<file path="src/rtl/core/slt_pkg.sv">
// Shared widths, codes and controller/datapath interface types for the sparse link table.
package slt_pkg;

    // Field widths of the stream beats and the register port
    localparam int CMD_W       = 2;
    localparam int ROW_SEL_W   = 6;
    localparam int COL_SEL_W   = 7;
    localparam int STATUS_W    = 2;
    localparam int ROW_LINKS_W = 8;
    localparam int COL_LINKS_W = 7;
    localparam int TOTAL_W     = 14;
    localparam int RIN_W       = 7;
    localparam int CIN_W       = 8;
    localparam int IN_TDATA_W  = 16;
    localparam int OUT_TDATA_W = 48;
    localparam int APB_AW      = 3;
    localparam int APB_DW      = 32;

    // Register reset values
    localparam logic [RIN_W-1:0] ROWS_IN_USE_RST = 7'd64;
    localparam logic [CIN_W-1:0] COLS_IN_USE_RST = 8'd128;

    // Register index, taken from the word address bit
    localparam logic REG_ROWS_IN_USE = 1'b0;
    localparam logic REG_COLS_IN_USE = 1'b1;

    // Command codes; a query and the unused code change nothing
    localparam logic [CMD_W-1:0] CMD_ADD    = 2'd1;
    localparam logic [CMD_W-1:0] CMD_REMOVE = 2'd2;

    // Result status codes
    localparam logic [STATUS_W-1:0] STATUS_OK      = 2'd0;
    localparam logic [STATUS_W-1:0] STATUS_RANGE   = 2'd1;
    localparam logic [STATUS_W-1:0] STATUS_EXISTS  = 2'd2;
    localparam logic [STATUS_W-1:0] STATUS_MISSING = 2'd3;

    // Commands from the controller to the datapath
    typedef struct packed {
        logic clr_wr;
        logic capture;
        logic eval;
        logic hist_a;
        logic hist_b;
        logic load_out;
    } t_slt_ctl;

    // Status from the datapath to the controller
    typedef struct packed {
        logic clr_last;
        logic act;
    } t_slt_sts;

endpackage

</file>
<file path="src/rtl/core/slt_ctrl.sv">
// Controller of the sparse link table: clearing pass, command sequencing and result handshake.
module slt_ctrl (
    input  logic              i_clk,
    input  logic              i_rst_n,
    input  logic              i_s_tvalid,
    output logic              o_s_tready,
    output logic              o_m_tvalid,
    input  logic              i_m_tready,
    input  slt_pkg::t_slt_sts i_sts,
    output slt_pkg::t_slt_ctl o_ctl
);
    import slt_pkg::*;

    typedef enum logic [2:0] {
        S_CLR,
        S_IDLE,
        S_RD,
        S_EV,
        S_HA,
        S_HB,
        S_OUT
    } t_state;

    t_state r_state;
    logic   r_m_valid;
    logic   accept;
    logic   out_free;

    // Commands follow the state; a beat is taken only while idle
    always_comb begin
        o_s_tready     = (r_state == S_IDLE);
        accept         = i_s_tvalid && o_s_tready;
        out_free       = !r_m_valid || i_m_tready;
        o_ctl.clr_wr   = (r_state == S_CLR);
        o_ctl.capture  = accept;
        o_ctl.eval     = (r_state == S_EV);
        o_ctl.hist_a   = (r_state == S_HA);
        o_ctl.hist_b   = (r_state == S_HB);
        o_ctl.load_out = (r_state == S_OUT) && out_free;
    end

    assign o_m_tvalid = r_m_valid;

    // State and result-valid register
    always_ff @(posedge i_clk) begin
        if (!i_rst_n) begin
            r_state   <= S_CLR;
            r_m_valid <= 1'b0;
        end else begin
            case (r_state)
                S_CLR: begin
                    if (i_sts.clr_last) begin
                        r_state <= S_IDLE;
                    end
                end
                S_IDLE: begin
                    if (accept) begin
                        r_state <= S_RD;
                    end
                end
                S_RD: begin
                    r_state <= S_EV;
                end
                S_EV: begin
                    r_state <= i_sts.act ? S_HA : S_OUT;
                end
                S_HA: begin
                    r_state <= S_HB;
                end
                S_HB: begin
                    r_state <= S_OUT;
                end
                S_OUT: begin
                    if (out_free) begin
                        r_state <= S_IDLE;
                    end
                end
                default: begin
                    r_state <= S_IDLE;
                end
            endcase
            if (o_ctl.load_out) begin
                r_m_valid <= 1'b1;
            end else if (i_m_tready) begin
                r_m_valid <= 1'b0;
            end
        end
    end

`ifndef ASSERT_OFF
    // A command that changes nothing goes straight to the result
    a_no_act_to_out: assert property (@(posedge i_clk) disable iff (!i_rst_n)
        ((r_state == S_EV) && !i_sts.act) |=> (r_state == S_OUT))
        else $error("non-updating command entered the histogram steps");

    // The datapath is given at most one step per cycle
    a_one_step: assert property (@(posedge i_clk) disable iff (!i_rst_n)
        $onehot0({o_ctl.clr_wr, o_ctl.capture, o_ctl.eval,
                  o_ctl.hist_a, o_ctl.hist_b, o_ctl.load_out}))
        else $error("more than one datapath step in a cycle");

    // A result appears only from the result state
    a_valid_from_out: assert property (@(posedge i_clk) disable iff (!i_rst_n)
        $rose(r_m_valid) |-> $past(r_state == S_OUT))
        else $error("result valid raised outside the result state");
`endif

endmodule

</file>
<file path="config.mk">
export PLATFORM = sky130hd
export DESIGN_NAME = slt_ctrl
export DESIGN_NICKNAME = d
export VERILOG_FILES = /design/src/rtl/core/slt_pkg.sv /design/src/rtl/core/slt_ctrl.sv
export SDC_FILE = /design/constraint.sdc
export NUM_CORES = 1
export LEC_CHECK = 0
export BUFFER_PORTS_ARGS = -buffer_cell sky130_fd_sc_hd__buf_2
export CELL_PAD_IN_SITES_DETAIL_PLACEMENT = 1
export CELL_PAD_IN_SITES_GLOBAL_PLACEMENT = 1
export CORE_AREA = 3 3 40 42
export DETAILED_ROUTE_END_ITERATION = 6
export DIE_AREA = 0 0 43 45
export PLACE_DENSITY = 0.72
export SLEW_MARGIN = 10
export SYNTH_ARGS = -nofsm -noshare
export SYNTH_HDL_FRONTEND = slang
export SYNTH_SLANG_ARGS = --single-unit
</file>
<file path="constraint.sdc">
create_clock -name i_clk -period 1.6 [get_ports i_clk]
set_input_delay 0.16 -clock i_clk [delete_from_list [all_inputs] [get_ports i_clk]]
set_output_delay 0.16 -clock i_clk [all_outputs]
set_load 0.005 [all_outputs]
</file>
==> flow_summary_export.csv, run 1 <==
group,metric,value,unit
run_status,status,"completed",
logic_synthesis,syn_inst,39,
routing,routed_wl,869,um
placement,gp_congestion,0.773,
logic_synthesis,synthDominantCellAreaShare,23.3,%
logic_synthesis,yosys-top-cells-count,"dfxtp_1 (4), buf_4 (3), a21oi_1 (2), inv_1 (2), nor2_1 (2)",
worst_hold_path,min_to,"o_m_tvalid",
logic_synthesis,yosys.cell_count.top_type,"dfxtp_1",
clock_network,clk-insertion-delay-late,0.23,ns
critical_path,r2r_start,"r_state[2]",
clock_network,clock_path_buffers,2,
placement,dpl-instance-area,417,sq um
sta,fin_crit_sh,93.2,%
die,die_h,45,um
pwr,powerDensity,760,nW/um^2
critical_path,critical_path_class,"register to output pin",
routing,drtPass1Iterations,4,
logic_synthesis,ys_seq_area_share,23.3,%
global_route,grt_pass1_wl,1440,um
sta,maxSlewViolCount,0,
global_route,grt_pass1_vias,324,
routing,wl_per_cell,12.6,um
logic_synthesis,synth_area_leaders,"dfxtp_1 (23%), buf_4 (6.5%), a2111oi_2 (4.4%)",
sta,finalSetupViolations,0,
routing,via_count,341,
pwr,leakage,0.208,nW
die,num_rows,13,
pwr,peakVddDrop,219,uV
placement,numPortBuffers,13,
logic_synthesis,synth_flop_cell,"dfxtp_1",
sta,fin_ws,0.108,ns
sta,clock_skew,0.00445,ns
job,cap_violations,0,
routing,drcViolationCount,0,
final_layout,drive_gt1_share,48.1,%
sta,final_hold_viol_count,0,
critical_path,critPathMaxStageDelay,0.42,ns
clock_network,postCtsSetupBuffers,0,
placement,dp_slack,0.229,ns
die,io_pins,14,
sta,max_freq,670,MHz
sta,fin_tns_setup,0,ns
final_layout,design_area,440,sq um
routing,viasPerCell,4.94,
die,core,1280,sq um
routing,drt-initial-drc-count,4,
critical_path,r2r_end,"r_state[2]",
die,dieArea,1940,sq um
global_route,grt_use_met1,12.5,%
global_route,grt_util_met2,15.3,%
final_layout,areaGrowthSynthToFinish,28.0,%
sta,min_period,1.49,ns
global_route,top_usage_layer,"met2",
clock_network,cts_tree,"done",
logic_synthesis,synth.distinct_cells,31,
global_route,use_met3,3.19,%
logic_synthesis,syn_nets,46,
placement,hpwl,693,um
logic_synthesis,yosys.area.top_type,"dfxtp_1",
clock_network,cts.sinks,4,
logic_synthesis,netlist_area,344,sq um
clock_network,h-tree-depth,1,
routing,drtAntennaViolNets,0,
sta,worst_slew_pin_slew,0.394,ns
final_layout,finish.utilization,34.3,%
final_layout,fin_nets,63,
sta,relSlewSlack,73.4,%
sta,whs,0.207,ns
global_route,grt_max_degree,11,
worst_hold_path,min_from,"i_rst_n",
logic_synthesis,async_reset_ff_share,0,%
critical_path,cp_cell_sequence,"or2b_1 -> nor3b_2 -> buf_2",
sta,grt_setup_unrepaired,"false",
logic_synthesis,synth_edf_count,0,
global_route,grt_usage,9.73,%
critical_path,critPathTopFamily,"simple AND/OR/NAND/NOR gates",
global_route,grt_overflow,0,
critical_path,slowest_stage,"dfxtp_2",
critical_path,critPathCaptureType,"output pin",
final_layout,fillers,166,
critical_path,r2r_cells,4,
critical_path,path_buf_inv,1,
critical_path,start_kind,"register",
die,die_width,43,um
logic_synthesis,synth_seq_cells,4,
critical_path,critPathMaxFanout,10,
logic_synthesis,syn_area_per_cell,8.82,sq um
final_layout,diodes,0,
clock_network,clock-root-buffer,"clkbuf_4",
critical_path,cp_data_arrival_time,1.33,ns
logic_synthesis,yosys_warnings,0,
clock_network,cts_made_buffers,3,
critical_path,crit_required,1.44,ns
critical_path,r2r_setup_slack,0.22,ns
die,initial_core_util,26.8,%
clock_network,path_clk_slew,0.04,ns
global_route,antenna_found_initial,0,
worst_hold_path,hold_path_depth,2,
worst_hold_path,holdCritPathClass,"primary input to register",
[flip-flops by register name, indices dropped and copies added, names as in the netlist]
name        count
o_m_tvalid      1
r_state         3
[where the power goes]
group	total, mW	switching (mW)	internal, mW
combinational	0.0908	0.0411	0.0497
sequential	0.121	0.0133	0.107
clock	0.123	0.0396	0.0838
[kinds of logic (layout without fill, tap and decap cells)]
family,after synthesis,count (layout),synth area share (%)
and+or+nand+nor,14,14,29.1
xor gates and xnor gates,1,1,2.55
AOI/OAI and AO/OA,12,12,26.2
DFF,4,4,23.3
adders and majority gates,1,1,3.64
muxes,1,1,3.27
buffers and inverters,6,21,12.0
[area by class of cell]
type	count	area, sq um	area share, %
multi-input cells	29	223	50.6
repair buffers	16	87.6	19.9
flip-flops and latches	4	81.3	18.5
clock buffers	3	22.5	5.11
well taps	15	18.8	4.26
inverters	2	7.51	1.70
[through the flow]
| stage | power, mW | std cells |
|---|---|---|
| final | 0.335 | 69 |
| after global routing | 0.359 | 69 |
| after CTS | 0.341 | 69 |
| after detailed placement | 0.213 | 66 |
| after global placement | 0.210 | 66 |
| after floorplan | 0.188 | 39 |
[metal layers]
layer	share of wire (%)	wire length, um	vias to the layer above
met5	0	0	-
met2	46	399	10
met4	0	0	0
met3	5.6	49	0
li1	-	-	176
met1	48	419	155
[worst max path at each step]
stage               cells past startpoint         end  slack, ns        from
global route                            3    o_ctl[4]       0.01  r_state[0]
finish                                  3    o_ctl[4]       0.11  r_state[0]
floorplan                               5  r_state[0]       0.35  r_state[1]
global placement                        4  r_state[2]       0.27  r_state[2]
detailed placement                      4  r_state[2]       0.23  r_state[2]
CTS                                     3    o_ctl[4]      0.002  r_state[0]
[placed cells by master (no fill, tap or decap)]
cell type / Yosys / layout
and3b_1: 1 / 1
ha_1: 1 / 1
nor2b_1: 1 / 1
o21ai_0: 1 / 1
o21ba_2: 1 / 1
nand3b_2: 1 / 1
o31ai_1: 1 / 1
nor2_1: 2 / 2
o41ai_1: 1 / 1
nor4bb_1: 1 / 1
o22ai_1: 1 / 1
or2_1: 1 / 1
a31oi_1: 1 / 1
a2111oi_2: 1 / 1
mux2_2: 1 / 1
o21ai_1: 1 / 1
xor2_1: 1 / 1
nor3b_2: 1 / 1
nand2b_1: 1 / 1
o21ai_2: 1 / 1
nor3b_1: 1 / 1
dfxtp_1: 4 / 3
and3_1: 1 / 1
nand3_1: 1 / 1
a21boi_0: 1 / 1
nor3_1: 1 / 1
clkbuf_4: 0 / 3
inv_1: 2 / 2
buf_2: 0 / 13
or2b_1: 1 / 1
a21oi_1: 2 / 2
buf_4: 3 / 3
dfxtp_2: 0 / 1
[repair_timing]
action	4_1_cts	5_1_grt
resized for setup	0	1
hold buffers	0	0
endpoints found under the setup margin	0	1
(Power assumes the default switching activity.)
==> inputs of run 2 (changes only) <==
CORE_AREA = 2 2 39 41   (was 3 3 40 42)
DIE_AREA = 0 0 41 43   (was 0 0 43 45)
==> flow_summary_export.csv, run 2 (same netlist as run 1, synthesis figures left out) <==
group,metric,value,unit
critical_path,cp_cell_sequence,"or2b_1 -> nor3b_2 -> buf_2",
global_route,grt_overflow,0,
clock_network,clk-insertion-delay-late,0.24,ns
placement,place_inst,67,
routing,via_count,335,
critical_path,start_kind,"register",
critical_path,critical_path_class,"register to output pin",
sta,fin_tns_setup,0,ns
sta,fin_crit_sh,93.1,%
sta,clock_skew,0.00565,ns
routing,met1_length,370,um
final_layout,fin_cells,70,
run_status,status,"completed",
routing,drt-initial-drc-count,4,
sta,whs,0.204,ns
routing,drtAntennaViolNets,0,
sta,fin_ws,0.111,ns
placement,dp_slack,0.207,ns
pwr,powerDensity,778,nW/um^2
sta,max_freq,671,MHz
global_route,grt_usage,11.3,%
die,die_h,43,um
worst_hold_path,holdCritPathClass,"primary input to register",
critical_path,critPathMaxStageDelay,0.41,ns
worst_hold_path,hold_path_depth,3,
critical_path,cp_data_arrival_time,1.33,ns
die,io_pins,14,
die,num_rows,14,
clock_network,clock_path_buffers,2,
sta,grt_setup_unrepaired,"false",
final_layout,mostFrequentLayoutCells,"buf_2 (13), clkbuf_4 (3), dfxtp_1 (3), buf_4 (3)",
die,initial_core_util,24.9,%
critical_path,critPathCaptureType,"output pin",
sta,worst_slew_pin_slew,0.373,ns
sta,min_period,1.49,ns
routing,routed_wl,833,um
job,cap_violations,0,
final_layout,drive_gt1_share,48.1,%
global_route,antenna_found_initial,0,
die,core,1380,sq um
routing,drtPass1Iterations,4,
final_layout,top_register,"r_state",
placement,numPortBuffers,13,
clock_network,clock-root-buffer,"clkbuf_4",
critical_path,cp.depth,3,
clock_network,postCtsSetupBuffers,0,
placement,hpwl,649,um
routing,met3WireLength,43,um
clock_network,cts.sinks,4,
final_layout,fillers,169,
routing,drcViolationCount,0,
final_layout,regArea,81.3,sq um
final_layout,final_common_cell,"buf_2",
clock_network,cts_made_buffers,3,
clock_network,cts_hold_buf,0,
clock_network,path_clk_slew,0.04,ns
final_layout,largest_reg_flops,3,
routing,wl_met2,409,um
sta,finalSetupViolations,0,
critical_path,critPathMaxFanout,9,
die,die_width,41,um
pwr,peakVddDrop,540,uV
routing,dr.max_layer_used,"met4",
final_layout,diodes,0,
final_layout,multi_input_area,223,sq um
pwr,power,0.344,mW
clock_network,cts_tree,"done",
critical_path,r2r_cells,5,
critical_path,slowest_stage,"dfxtp_2",
sta,relSlewSlack,74.8,%
global_route,grt_max_degree,10,
critical_path,path_buf_inv,1,
die,dieArea,1760,sq um
final_layout,areaGrowthSynthToFinish,28.4,%
placement,gp_congestion,0.676,
global_route,grt_pass1_wl,1300,um
sta,final_hold_viol_count,0,
clock_network,h-tree-depth,1,
critical_path,critPathTopFamily,"simple AND/OR/NAND/NOR gates",
sta,maxSlewViolCount,0,
final_layout,fin_nets,63,
critical_path,crit_required,1.44,ns
routing,wl_per_cell,11.9,um
pwr,leakage,0.208,nW
routing,viasPerCell,4.79,
global_route,grt_pass1_vias,310,
-- run 2: per-layer routing --
metal | vias up | global-route usage, %
li1 | 171 | -
met1 | 153 | 12.9
met2 | 9 | 16.3
met3 | 2 | 6.28
met4 | 0 | 6.00
met5 | - | 0
-- run 2: area by class of cell --
type,count,share of cell area [%]
Sequential cell,4,18.4
Clock buffer,3,5.10
Multi-Input combinational cell,29,50.4
Timing Repair Buffer,16,19.8
Inverter,2,1.70
Tap cell,16,4.53
-- run 2: final timing paths --
| check | startpoint | to | slack (ns) |
|---|---|---|---|
| max reg2reg | r_state[1] | r_state[1] | 0.20 |
| min reg2reg | o_m_tvalid | o_m_tvalid | 0.56 |
| min | i_rst_n | r_state[0] | 0.20 |
| max | r_state[0] | o_ctl[4] | 0.11 |
-- run 2: through the flow --
stage / instance area (sq um) / util (%)
floorplan: 344 / -
global placement: 418 / 30.2
detailed placement: 418 / 30.2
CTS: 442 / 31.9
global route: 442 / 31.9
finish: 442 / 31.9
-- run 2: report_power, final --
group	internal (mW)	switching (mW)
Combinational	0.0497	0.0409
Sequential	0.107	0.0142
Clock	0.0843	0.0473
Total	0.241	0.102
-- run 2: timing repair --
item / 4_1_cts / 5_1_grt
endpoints found under the hold margin: 0 / 0
resized for setup: 1 / 0
setup endpoints to repair: 1 / 0
-- run 2: tightest hold or removal path: stages --
cell and delay [ns]:
buf_2 0.12, o41ai_1 0.08, a2111oi_2 0.05
==> inputs of run 3 (changes only) <==
REMOVE_ABC_BUFFERS = 1   (was not set)
==> flow_summary_export.csv, run 3 (same netlist as run 1, synthesis figures left out) <==
group,metric,value,unit
run_status,status,"completed",
critical_path,r2r_end,"r_state[2]",
die,die_h,43,um
pwr,switching_power,0.100,mW
final_layout,diodes,0,
placement,hpwl,679,um
global_route,grt_max_degree,12,
sta,finalSetupViolations,0,
job,cap_violations,0,
pwr,peakVddDrop,277,uV
sta,min_period,1.51,ns
sta,grt_setup_unrepaired,"false",
final_layout,top_register,"r_state",
sta,fin_tns_setup,0,ns
final_layout,fin_cells,70,
final_layout,final_common_cell,"buf_2",
routing,drt-initial-drc-count,0,
pwr,p_seq_share,34.3,%
critical_path,start_kind,"register",
die,die_width,41,um
critical_path,r2r_cells,4,
routing,via_count,338,
clock_network,h-tree-depth,1,
global_route,grt_pass1_vias,315,
final_layout,regArea,81.3,sq um
clock_network,cts.sinks,4,
die,num_rows,14,
critical_path,critPathCaptureType,"output pin",
clock_network,cts_hold_buf,0,
critical_path,r2r_setup_slack,0.21,ns
routing,routed_wl,888,um
clock_network,clock-root-buffer,"clkbuf_4",
clock_network,cts_made_buffers,3,
placement,numPortBuffers,13,
die,initial_core_util,24.9,%
sta,clock_skew,0.00487,ns
clock_network,clk-insertion-delay-late,0.24,ns
routing,drtPass1Iterations,1,
critical_path,crit_required,1.44,ns
sta,max_freq,664,MHz
pwr,swShare,29.4,%
critical_path,cp_data_arrival_time,1.35,ns
sta,worst_slew_pin_slew,0.368,ns
final_layout,largest_reg_flops,3,
pwr,p_int,0.241,mW
pwr,pwr-share-comb,28.0,%
sta,final_hold_viol_count,0,
pwr,p_clk_share,37.8,%
global_route,antenna_found_initial,0,
pwr,leakage,0.208,nW
sta,whs,0.220,ns
routing,drcViolationCount,0,
final_layout,fin_nets,63,
die,core,1380,sq um
critical_path,critical_path_class,"register to output pin",
placement,place_inst,67,
routing,viasPerCell,4.83,
global_route,grt_overflow,0,
die,dieArea,1760,sq um
worst_hold_path,hold_path_depth,2,
final_layout,drive_gt1_share,48.1,%
routing,wl_per_cell,12.7,um
critical_path,critPathMaxFanout,7,
sta,fin_crit_sh,94.1,%
worst_hold_path,min_to,"o_m_tvalid",
global_route,grt_usage,12.3,%
sta,relSlewSlack,75.1,%
clock_network,path_clk_slew,0.04,ns
global_route,grt_pass1_wl,1400,um
critical_path,r2r_start,"r_state[2]",
clock_network,clock_path_buffers,2,
worst_hold_path,min_from,"i_rst_n",
final_layout,fillers,171,
worst_hold_path,holdCritPathClass,"primary input to register",
sta,maxSlewViolCount,0,
clock_network,cts_tree,"done",
final_layout,multi_input_area,223,sq um
pwr,powerDensity,772,nW/um^2
final_layout,areaGrowthSynthToFinish,28.4,%
routing,drtAntennaViolNets,0,
final_layout,mostFrequentLayoutCells,"buf_2 (13), clkbuf_4 (3), dfxtp_1 (3), buf_4 (3)",
die,io_pins,14,
placement,gp_congestion,0.763,
## run 3: cell counts in the layout (fill, tap and decap cells not counted)
No cell type changed its count.
## run 3: worst max-delay path: stages (launching register included)
cell     delay, ns
dfxtp_2       0.34
buf_4         0.16
or2b_1        0.25
nor3b_2       0.20
buf_2         0.15
## run 3: per-stage QoR
| stage | worst slack (ns) | util (%) | power [mW] | instance area (sq um) |
|---|---|---|---|---|
| after global placement | 0.246 | 30.2 | 0.211 | 418 |
| final | 0.0943 | 31.9 | 0.341 | 442 |
| after global routing | 0.0105 | 31.9 | 0.365 | 442 |
| after floorplan | 0.271 | - | 0.175 | 310 |
| after CTS | 0.0275 | 31.8 | 0.350 | 440 |
| after detailed placement | 0.222 | 30.2 | 0.213 | 418 |
## run 3: how the worst max path moves through the flow
stage	startpoint	end	slack (ns)	cells past startpoint
2_1_floorplan	r_state[1]	r_state[0]	0.27	4
3_3_place_gp	r_state[2]	r_state[2]	0.25	4
3_5_place_dp	r_state[2]	r_state[2]	0.22	4
4_1_cts	r_state[1]	o_ctl[4]	0.03	4
5_1_grt	r_state[2]	r_state[2]	0.01	4
6_report	r_state[1]	o_ctl[4]	0.09	4
## run 3: area by class of cell
type | instances | area share, %
multi-input combinational | 29 | 50.4
timing repair buffer | 16 | 19.8
tap | 16 | 4.53
inverter | 2 | 1.70
sequential | 4 | 18.4
clock buffer | 3 | 5.10
## run 3: power by group through the flow
| stage | sequential, mW | combinational (mW) | clock (mW) |
|---|---|---|---|
| 2_1_floorplan | 0.123 | 0.0512 | 0 |
| 3_3_place_gp | 0.117 | 0.0946 | 0 |
| 3_5_place_dp | 0.118 | 0.0951 | 0 |
| 4_1_cts | 0.117 | 0.0970 | 0.137 |
| 5_1_grt | 0.119 | 0.106 | 0.141 |
| 6_report | 0.117 | 0.0953 | 0.129 |
## run 3: what timing repair did
item / CTS / global route
gates resized for setup: 0 / 1
setup endpoints to repair: 0 / 1
buffers inserted: 0 / 0
## run 3: per-layer routing
metal	wire length (um)	part of all wire, %	track usage, %
met2	439	49	15.9
met3	37	4.2	3.14
met5	0	0	0
met1	391	44	15.3
met4	19	2.1	12.0
